==> config.mk <==
export PLATFORM = sky130hd
export DESIGN_NAME = monomial_exponent_alu_core
export DESIGN_NICKNAME = d
export VERILOG_FILES = /design/src/rtl/mea_pkg.sv /design/src/rtl/mea_lane_stage.sv /design/src/rtl/mea_sel_stage.sv /design/src/rtl/mea_deg_stage.sv /design/src/rtl/monomial_exponent_alu_core.sv
export SDC_FILE = /design/constraint.sdc
export NUM_CORES = 1
export LEC_CHECK = 0
export BUFFER_PORTS_ARGS = -buffer_cell sky130_fd_sc_hd__buf_2
export CORE_MARGIN = 10
export CORE_UTILIZATION = 60
export DETAILED_ROUTE_END_ITERATION = 16
export PLACE_DENSITY = 0.82
export SLEW_MARGIN = 30
export SYNTH_ARGS = -nofsm -noshare
export SYNTH_HDL_FRONTEND = slang
export SYNTH_SLANG_ARGS = --single-unit
==> constraint.sdc <==
create_clock -name clk -period 6.9 [get_ports clk]
set_input_delay 1.035 -clock clk [delete_from_list [all_inputs] [get_ports clk]]
set_output_delay 1.035 -clock clk [all_outputs]
set_load 0.01 [all_outputs]
==> src/rtl/mea_pkg.sv <==
// ----------------------------------------------------------------------------
// mea_pkg: shared types and constants of the monomial exponent ALU
// Lane layout, mode/order/error codes and the records passed between stages.
// ----------------------------------------------------------------------------
`default_nettype none

package mea_pkg;

  localparam int NUM_VARS  = 4;    // active variables, 1..4
  localparam int EXP_BITS  = 16;   // exponent bits per lane, 8..16
  localparam int LANE_BITS = 16;   // lane pitch in the packed word
  localparam int MAX_LANES = 4;
  localparam int DATA_BITS = LANE_BITS * MAX_LANES;
  localparam int DEG_BITS  = 18;
  localparam int MODE_BITS = 3;

  typedef logic [EXP_BITS-1:0] lane_t;
  typedef lane_t [NUM_VARS-1:0] lanes_t;

  typedef enum logic [MODE_BITS-1:0] {
    MODE_MUL  = 3'd0,
    MODE_DIV  = 3'd1,
    MODE_GCD  = 3'd2,
    MODE_LCM  = 3'd3,
    MODE_TEST = 3'd4,
    MODE_CMP  = 3'd5
  } mode_t;

  typedef enum logic [1:0] {
    ORD_LESS    = 2'd0,
    ORD_EQUAL   = 2'd1,
    ORD_GREATER = 2'd2
  } order_t;

  typedef enum logic [1:0] {
    ERR_NONE = 2'd0,
    ERR_OVF  = 2'd1,
    ERR_DIV  = 2'd2
  } err_t;

  // Stage 1: per-lane arithmetic and compares
  typedef struct packed {
    logic [MODE_BITS-1:0] mode;
    lanes_t               a;
    lanes_t               b;
    lanes_t               sum;
    lanes_t               diff;
    logic [NUM_VARS-1:0]  carry;
    logic [NUM_VARS-1:0]  b_gt;
    logic [NUM_VARS-1:0]  ne;
  } s1_t;

  // Stage 2: selected lanes and flags
  typedef struct packed {
    lanes_t res;
    logic   divides;
    order_t order;
    err_t   err;
  } s2_t;

  // Stage 3: finished result
  typedef struct packed {
    logic [DATA_BITS-1:0] result_exps;
    logic [DEG_BITS-1:0]  total_degree;
    logic                 is_one;
    logic                 b_divides_a;
    order_t               order;
    err_t                 error;
  } res_t;

endpackage

`default_nettype wire

==> src/rtl/mea_lane_stage.sv <==
// ----------------------------------------------------------------------------
// mea_lane_stage: first pipeline stage
// Unpacks both operands and registers lane sums, differences and compares.
// ----------------------------------------------------------------------------
`default_nettype none

module mea_lane_stage (
  input  wire logic                             clk,
  input  wire logic                             rst_n,
  input  wire logic                             vld_in,
  input  wire logic [mea_pkg::MODE_BITS-1:0]    mode,
  input  wire logic [mea_pkg::DATA_BITS-1:0]    a_exps,
  input  wire logic [mea_pkg::DATA_BITS-1:0]    b_exps,
  output logic                                  s1_vld_r,
  output mea_pkg::s1_t                          s1_r
);

  mea_pkg::s1_t s1_nxt;
  logic [mea_pkg::EXP_BITS:0] wide_sum [mea_pkg::NUM_VARS];

  always_comb begin
    s1_nxt      = '0;
    s1_nxt.mode = mode;
    for (int i = 0; i < mea_pkg::NUM_VARS; i++) begin
      // keep only the exponent bits of each lane
      s1_nxt.a[i]     = a_exps[mea_pkg::LANE_BITS*i +: mea_pkg::EXP_BITS];
      s1_nxt.b[i]     = b_exps[mea_pkg::LANE_BITS*i +: mea_pkg::EXP_BITS];
      wide_sum[i]     = {1'b0, s1_nxt.a[i]} + {1'b0, s1_nxt.b[i]};
      s1_nxt.sum[i]   = wide_sum[i][mea_pkg::EXP_BITS-1:0];
      s1_nxt.carry[i] = wide_sum[i][mea_pkg::EXP_BITS];
      s1_nxt.diff[i]  = s1_nxt.a[i] - s1_nxt.b[i];
      s1_nxt.b_gt[i]  = s1_nxt.b[i] > s1_nxt.a[i];
      s1_nxt.ne[i]    = s1_nxt.b[i] != s1_nxt.a[i];
    end
  end

  always_ff @(posedge clk) begin
    if (!rst_n) begin
      s1_vld_r <= 1'b0;
    end else begin
      s1_vld_r <= vld_in;
    end
  end

  always_ff @(posedge clk) begin
    s1_r <= s1_nxt;
  end

endmodule

`default_nettype wire

==> src/rtl/mea_sel_stage.sv <==
// ----------------------------------------------------------------------------
// mea_sel_stage: second pipeline stage
// Resolves divisibility and lex order, picks each result lane by mode.
// ----------------------------------------------------------------------------
`default_nettype none

module mea_sel_stage (
  input  wire logic          clk,
  input  wire logic          rst_n,
  input  wire logic          s1_vld,
  input  wire mea_pkg::s1_t  s1,
  output logic               s2_vld_r,
  output mea_pkg::s2_t       s2_r
);

  mea_pkg::s2_t  s2_nxt;
  mea_pkg::mode_t mode;

  always_comb begin
    mode           = mea_pkg::mode_t'(s1.mode);
    s2_nxt         = '0;
    s2_nxt.divides = ~|s1.b_gt;
    s2_nxt.order   = mea_pkg::ORD_EQUAL;
    // scan from the top lane down so the lowest differing lane wins
    for (int i = mea_pkg::NUM_VARS - 1; i >= 0; i--) begin
      if (s1.ne[i]) begin
        s2_nxt.order = s1.b_gt[i] ? mea_pkg::ORD_LESS : mea_pkg::ORD_GREATER;
      end
    end
    for (int i = 0; i < mea_pkg::NUM_VARS; i++) begin
      case (mode)
        mea_pkg::MODE_MUL: s2_nxt.res[i] = s1.sum[i];
        mea_pkg::MODE_DIV: s2_nxt.res[i] = s2_nxt.divides ? s1.diff[i] : '0;
        mea_pkg::MODE_GCD: s2_nxt.res[i] = s1.b_gt[i] ? s1.a[i] : s1.b[i];
        mea_pkg::MODE_LCM: s2_nxt.res[i] = s1.b_gt[i] ? s1.b[i] : s1.a[i];
        default:           s2_nxt.res[i] = s1.a[i];
      endcase
    end
    s2_nxt.err = mea_pkg::ERR_NONE;
    if (mode == mea_pkg::MODE_MUL && |s1.carry) begin
      s2_nxt.err = mea_pkg::ERR_OVF;
    end
    if (mode == mea_pkg::MODE_DIV && !s2_nxt.divides) begin
      s2_nxt.err = mea_pkg::ERR_DIV;
    end
  end

  always_ff @(posedge clk) begin
    if (!rst_n) begin
      s2_vld_r <= 1'b0;
    end else begin
      s2_vld_r <= s1_vld;
    end
  end

  always_ff @(posedge clk) begin
    s2_r <= s2_nxt;
  end

endmodule

`default_nettype wire

==> src/rtl/mea_deg_stage.sv <==
// ----------------------------------------------------------------------------
// mea_deg_stage: third pipeline stage
// Sums the result lanes into the total degree and packs the output word.
// ----------------------------------------------------------------------------
`default_nettype none

module mea_deg_stage (
  input  wire logic          clk,
  input  wire logic          rst_n,
  input  wire logic          s2_vld,
  input  wire mea_pkg::s2_t  s2,
  output logic               res_vld_r,
  output mea_pkg::res_t      res_r
);

  mea_pkg::res_t res_nxt;

  always_comb begin
    res_nxt = '0;
    for (int i = 0; i < mea_pkg::NUM_VARS; i++) begin
      res_nxt.result_exps[mea_pkg::LANE_BITS*i +: mea_pkg::EXP_BITS] = s2.res[i];
      res_nxt.total_degree = res_nxt.total_degree +
        mea_pkg::DEG_BITS'(s2.res[i]);
    end
    res_nxt.is_one      = ~|s2.res;
    res_nxt.b_divides_a = s2.divides;
    res_nxt.order       = s2.order;
    res_nxt.error       = s2.err;
  end

  always_ff @(posedge clk) begin
    if (!rst_n) begin
      res_vld_r <= 1'b0;
    end else begin
      res_vld_r <= s2_vld;
    end
  end

  always_ff @(posedge clk) begin
    res_r <= res_nxt;
  end

endmodule

`default_nettype wire

==> src/rtl/monomial_exponent_alu_core.sv <==
// ----------------------------------------------------------------------------
// monomial_exponent_alu_core: monomial exponent vector ALU
// Multiply, divide, gcd and lcm of packed exponent vectors (other modes pass A through), with degree,
// divisibility and lexicographic order of each operand pair.
//
//   channel  ports                               handshake
//   -------  ----------------------------------  ------------------------
//   request  in_mode, in_a_exps, in_b_exps       start && !busy
//   result   out_result_exps .. out_error        out_valid, one cycle
//
// One request per cycle; busy is always low. Each result is registered once in
// each of the pipeline stages for lane arithmetic, mode selection and degree
// summation. Synchronous reset clears the valid bits only. The receiver cannot
// stall, so nothing is ever held back.
// ----------------------------------------------------------------------------
`default_nettype none

module monomial_exponent_alu_core (
  input  wire logic                              clk,
  input  wire logic                              rst_n,
  input  wire logic                              start,
  output logic                                   busy,
  input  wire logic [mea_pkg::MODE_BITS-1:0]     in_mode,
  input  wire logic [mea_pkg::DATA_BITS-1:0]     in_a_exps,
  input  wire logic [mea_pkg::DATA_BITS-1:0]     in_b_exps,
  output logic                                   out_valid,
  output logic [mea_pkg::DATA_BITS-1:0]          out_result_exps,
  output logic [mea_pkg::DEG_BITS-1:0]           out_total_degree,
  output logic                                   out_is_one,
  output logic                                   out_b_divides_a,
  output logic [1:0]                             out_order,
  output logic [1:0]                             out_error
);

  logic          s1_vld;
  mea_pkg::s1_t  s1;
  logic          s2_vld;
  mea_pkg::s2_t  s2;
  mea_pkg::res_t res;

  assign busy = 1'b0;

  mea_lane_stage u_lane (
    .clk      (clk),
    .rst_n    (rst_n),
    .vld_in   (start),
    .mode     (in_mode),
    .a_exps   (in_a_exps),
    .b_exps   (in_b_exps),
    .s1_vld_r (s1_vld),
    .s1_r     (s1)
  );

  mea_sel_stage u_sel (
    .clk      (clk),
    .rst_n    (rst_n),
    .s1_vld   (s1_vld),
    .s1       (s1),
    .s2_vld_r (s2_vld),
    .s2_r     (s2)
  );

  mea_deg_stage u_deg (
    .clk       (clk),
    .rst_n     (rst_n),
    .s2_vld    (s2_vld),
    .s2        (s2),
    .res_vld_r (out_valid),
    .res_r     (res)
  );

  assign out_result_exps  = res.result_exps;
  assign out_total_degree = res.total_degree;
  assign out_is_one       = res.is_one;
  assign out_b_divides_a  = res.b_divides_a;
  assign out_order        = res.order;
  assign out_error        = res.error;

  a_lat: assert property (@(posedge clk) disable iff (!rst_n)
    out_valid |-> $past(start, 3))
    else $error("result without a request three cycles earlier");

  a_div_zero: assert property (@(posedge clk) disable iff (!rst_n)
    (out_valid && out_error == mea_pkg::ERR_DIV) |->
      (out_is_one && out_total_degree == '0 && !out_b_divides_a))
    else $error("inexact divide did not return the unit monomial");

  a_eq_div: assert property (@(posedge clk) disable iff (!rst_n)
    (out_valid && out_order == mea_pkg::ORD_EQUAL) |-> out_b_divides_a)
    else $error("equal operands reported as not dividing");

  a_one_zero: assert property (@(posedge clk) disable iff (!rst_n)
    (out_valid && out_is_one) |->
      (out_result_exps == '0 && out_total_degree == '0))
    else $error("is_one set on a nonzero result");

endmodule

`default_nettype wire

# Word level (Yosys, flattened, before mapping)

Index checks and enable logic that the tools add are counted.

Add/subtract/negate cells: 11
Order comparisons: 4
Equal/unequal tests: 7
Multiplexer cells: 25
Reductions and logical operators: 8

Operators by type and width:

| cell                                                                   | number |
|---|---|
| 16-bit case mux with 4 select lines                                    | 4 |
| 16-bit two-way mux                                                     | 12 |
| 16-bit by 16-bit adder with 17-bit output                              | 5 |
| 16-bit greater-than comparator                                         | 4 |
| 16-bit != test                                                         | 4 |
| 64-bit OR reduction                                                    | 1 |
| 16-bit subtractor                                                      | 4 |
| 18-bit by 16-bit adder with 18-bit output                              | 2 |
| 2-bit two-way mux                                                      | 8 |
| 4-bit OR reduction                                                     | 2 |
| 3-bit by 2-bit equality test with 1-bit output (second input constant) | 2 |
| 3-bit by 1-bit equality test with 1-bit output (second input constant) | 1 |
| 3-bit zero test                                                        | 1 |
| 1-bit logical AND                                                      | 2 |
| 1-bit zero test                                                        | 2 |
| 1-bit two-way mux                                                      | 1 |

Flip-flop bits (word level): 431
Input bits: 134
Output and inout port bits: 90
Logic and storage cells: 91

# Depth between registers and ports, before layout

Depth in word-level cells: 5
Mapped depth: 18
Mapped depth without buffers: 18

# Modules after synthesis

From an unflattened synthesis, not the netlist that was laid out.

Cells, all modules: 2002
Area, all modules: 19383.6 um^2

By module, submodules not included:

| module                     | times used | cells an instance | area an instance (um^2) |
|---|---|---|---|
| mea_lane_stage             | 1          | 1207              | 11881.4 |
| mea_sel_stage              | 1          | 464               | 3862.5 |
| mea_deg_stage              | 1          | 329               | 3628.5 |
| monomial_exponent_alu_core | 1          | 2                 | 11.3 |

# Least setup slack after synthesis

Ideal clock, no wire load.

Kind: register -> register
From: register u_sel.s2_r[5] (netlist bit)
To: register u_deg.res_r[23] (netlist bit)
Arrival: 3.759 ns
Setup slack: 3.027 ns
Stages on the path, launching flop included: 19
Buffers on the path: 1
Cell sequence: dfxtp_1 ha_1 fa_1 a21o_1 a21oi_1 nor2b_1 o21ai_1 a211oi_1 o21a_1 or2_2 fa_1 inv_1 ha_1 clkbuf_1 a21o_1 a21o_1 a21oi_1 o21ai_0 a21o_1

RTL lines:

| what                   | line                | source |
|---|---|---|
| from (decl)            | mea_sel_stage.sv:13 | `output mea_pkg::s2_t s2_r` |
| from (signal assigned) | mea_sel_stage.sv:57 | `s2_r <= s2_nxt;` |
| to (signal assigned)   | mea_deg_stage.sv:40 | `res_r <= res_nxt;` |
| to (decl)              | mea_deg_stage.sv:13 | `output mea_pkg::res_t res_r` |

==> flow_metrics.tcl <==
set metrics [dict create \
    die_x_um 195 \
    cts_resized 0 \
    setup_viol 0 \
    setup_slack_ns 2.53 \
    hold_start "u_sel.s2_r[4]" \
    powerDensity_nw_per_um2 341 \
    tritoncts "done" \
    p_int_mw 5.04 \
    grt_util_all_layers 0.256 \
    first_pass_iters 5 \
    cp-start-kind "register" \
    synth.avg_cell_area_sq_um 9.79 \
    switchingPower_mw 2.22 \
    r2r_start "u_sel.s2_r[5]" \
    port_buffers 222 \
    netlist_area_sq_um 18500 \
    num-nets-final 2399 \
    power_frac_clock 0.324 \
    grt_overflow 0 \
    antenna_found_initial 1 \
    fin_skew_ns 0.0236 \
    met2_length_um 23500 \
    start_util 0.605 \
    core_area_sq_um 30500 \
    wl_um 50700 \
    max_freq_ghz 0.229 \
    drive_gt1_frac 0.152 \
    dp_hpwl_um 38400 \
    clk_path_buf_depth 3 \
    ys_ff_latch 427 \
    worstPathRequired_ns 7.31 \
    pre_cts_slack_ns 2.64 \
    relSlewSlack 0.358 \
    ys.flop_type "dfxtp_1" \
    synth_cell_types 74 \
    root_buffer "clkbuf_16" \
    grt_pass1_wl_um 79500 \
    hold_viol_final 0 \
    via_count 14200 \
    status "complete, no violations" \
    cap_violations 0 \
    ff2ff_path_depth 17 \
    clk_latency_ns 0.55 \
    synth_warnings 0 \
    cts-htree-levels 2 \
    postCtsSetupBuffers 0 \
    hold_slack_ns 0.331 \
    dp_cells 2430 \
    grt_max_degree 61 \
    gp_congestion 0.933 \
    synth_edf_count 0 \
    cts_buffers 43 \
    antennaDiodeCount 0 \
    leakage_nw 9.84 \
    dr.max_layer_used "met4" \
    ioPinCount 224 \
    arrival_ns 4.78 \
    drc 0 \
    pwr-share-comb 0.258 \
    holdCritPathClass "reg -> reg" \
    holdPathStages 0 \
    ir_worst_vdd_v 0.000215 \
    avgRoutedWirePerCell_um 20.2 \
    min_to "u_deg.res_r[4]" \
    num_rows 64 \
    r2r_end "u_deg.res_r[23]" \
    synthCells 1887 \
    area_growth_pct 15.1 \
    endpoint_kind "register" \
    async_reset_ff_frac 0 \
    tns_ns 0 \
    layout.cells.non_filler 2509 \
    timing.final.crit_period_ns 4.37 \
    die-area_sq_um 38200 \
    critPathKind "reg -> reg" \
    die_h_um 195 \
    synth_nets 2207 \
    slew_viol_final 0 \
    min_period_over_period 0.633 \
    power.total_mw 7.25 \
    ctsHoldBuffers 0 \
    clk_pin_slew_ns 0.06 \
    ant_nets 0 \
    wl_met3_um 3410 \
    pwr-share-seq 0.418 \
    worst_pin_slew_ns 0.963 \
    fill_cells 2320 \
    synth-seq-area-share 0.463 \
    viasPerCell 5.68 \
    first_iter_violations 921 \
    grt_pass1_vias 14600 \
    r2r_setup_slack_ns 2.53 \
    met1_length_um 22100 \
    swShare 0.305 \
    rsz0062_at_grt "false" \
    cp_max_fo 7 \
    cts.sinks 427 \
]
==> worst max-delay path by stage <==
stage,start,to,slack (ns)
2_1_floorplan,u_sel.s2_r[5],u_deg.res_r[23],3.03
3_3_place_gp,u_sel.s2_r[5],u_deg.res_r[21],2.75
3_5_place_dp,u_sel.s2_r[5],u_deg.res_r[21],2.64
4_1_cts,u_sel.s2_r[5],u_deg.res_r[21],2.61
5_1_grt,u_sel.s2_r[5],u_deg.res_r[21],2.27
6_report,u_sel.s2_r[5],u_deg.res_r[23],2.53
==> synthesized netlist by cell type (all sizes together) (3+ instances only) <==
library cell,number,area share
ha,160,0.11
nand2,31,0.0063
o211ai,6,0.0027
a311oi,4,0.0022
clkbuf,67,0.014
nor2,120,0.024
or2,5,0.0017
nor4,30,0.010
o21bai,21,0.0085
and3,4,0.0014
a22o,15,0.0071
xnor2,90,0.043
o21ai,108,0.029
and2,7,0.0024
a211oi,8,0.0033
xor2,38,0.018
a21boi,6,0.0024
or3,8,0.0027
or4,5,0.0022
nand3,10,0.0027
nand4,17,0.0058
o31ai,9,0.0044
nor3,27,0.0073
nor3b,4,0.0016
a221o,16,0.0087
nor2b,74,0.025
o41ai,4,0.0023
o21a,11,0.0045
a31oi,55,0.019
inv,195,0.040
a21oi,122,0.033
fa,26,0.028
o31a,4,0.0019
a221oi,7,0.0037
nand2b,16,0.0054
o311ai,4,0.0023
and4,3,0.0014
a22oi,47,0.019
buf,15,0.0045
dfxtp,427,0.46
a21o,39,0.016
==> cells in the final DEF, fill, tap and decap left out, types with 38 or more instances in the layout <==
cell and n:
a21o_1 39, a21oi_1 121, a22oi_1 47, a31oi_1 55, buf_2 222, clkbuf_16 44, dfxtp_1 426, ha_1 160
inv_1 195, nor2_1 119, nor2b_1 74, o21ai_0 99, xnor2_1 90, xor2_1 38
==> worst max-delay path: stages, from the launching register on <==
cell	delay [ns]
dfxtp_1	0.33
ha_1	0.24
fa_1	0.41
a21o_1	0.20
a21oi_1	0.24
nor2b_1	0.11
o21ai_1	0.26
a211oi_1	0.16
o21a_1	0.23
or2_2	0.31
fa_1	0.37
inv_1	0.07
ha_1	0.31
a21o_1	0.21
a21o_1	0.18
a21oi_1	0.25
o21ai_0	0.15
a21o_1	0.21
==> power by group through the flow <==
stage                     Clock (mW)  Sequential (mW)  Combinational, mW
after global placement             0             3.07               1.78
final                           2.35             3.03               1.87
after CTS                       2.38             3.03               1.86
after detailed placement           0             3.08               1.84
after floorplan                    0             3.04               1.28
after global routing            2.47             3.06               2.08
==> flip-flops by register name, summed over array words and instances, names as in the netlist <==
signal,cells
u_lane.s1_r,267
u_deg.res_r,88
u_sel.s2_r,69
u_deg.res_vld_r,1
u_lane.s1_vld_r,1
u_sel.s2_vld_r,1
==> layout make-up <==
class | instances | area [sq um] | share of cell area
clock buffer | 62 | 1260 | 0.0592
clock inverter | 17 | 189 | 0.00889
inverter | 195 | 732 | 0.0344
multi-input combinational | 1183 | 8870 | 0.417
sequential | 427 | 8550 | 0.402
tap | 396 | 495 | 0.0233
timing repair buffer | 229 | 1160 | 0.0547
==> cell families after synthesis <==
group | Yosys count | share of synthesized area
simple gates | 362 | 0.101
xor+xnor | 128 | 0.0607
fa+ha+maj | 186 | 0.137
flops | 427 | 0.463
other cells | 1 | 0.000203
compound gates | 503 | 0.179
buf+inv | 277 | 0.0578
mux | 3 | 0.00176
==> routing by layer <==
metal,up-vias,global-route usage
met2,506,0.420
met5,-,0
li1,6863,-
met4,0,0.0913
met1,6781,0.329
met3,98,0.0469
==> metrics by stage <==
step,instance area (sq um),util
after floorplan,18500,-
after detailed placement,19800,0.649
after CTS,21300,0.697
final,21300,0.697
after global placement,19800,0.649
after global routing,21300,0.697
(Power assumes the default switching activity.)
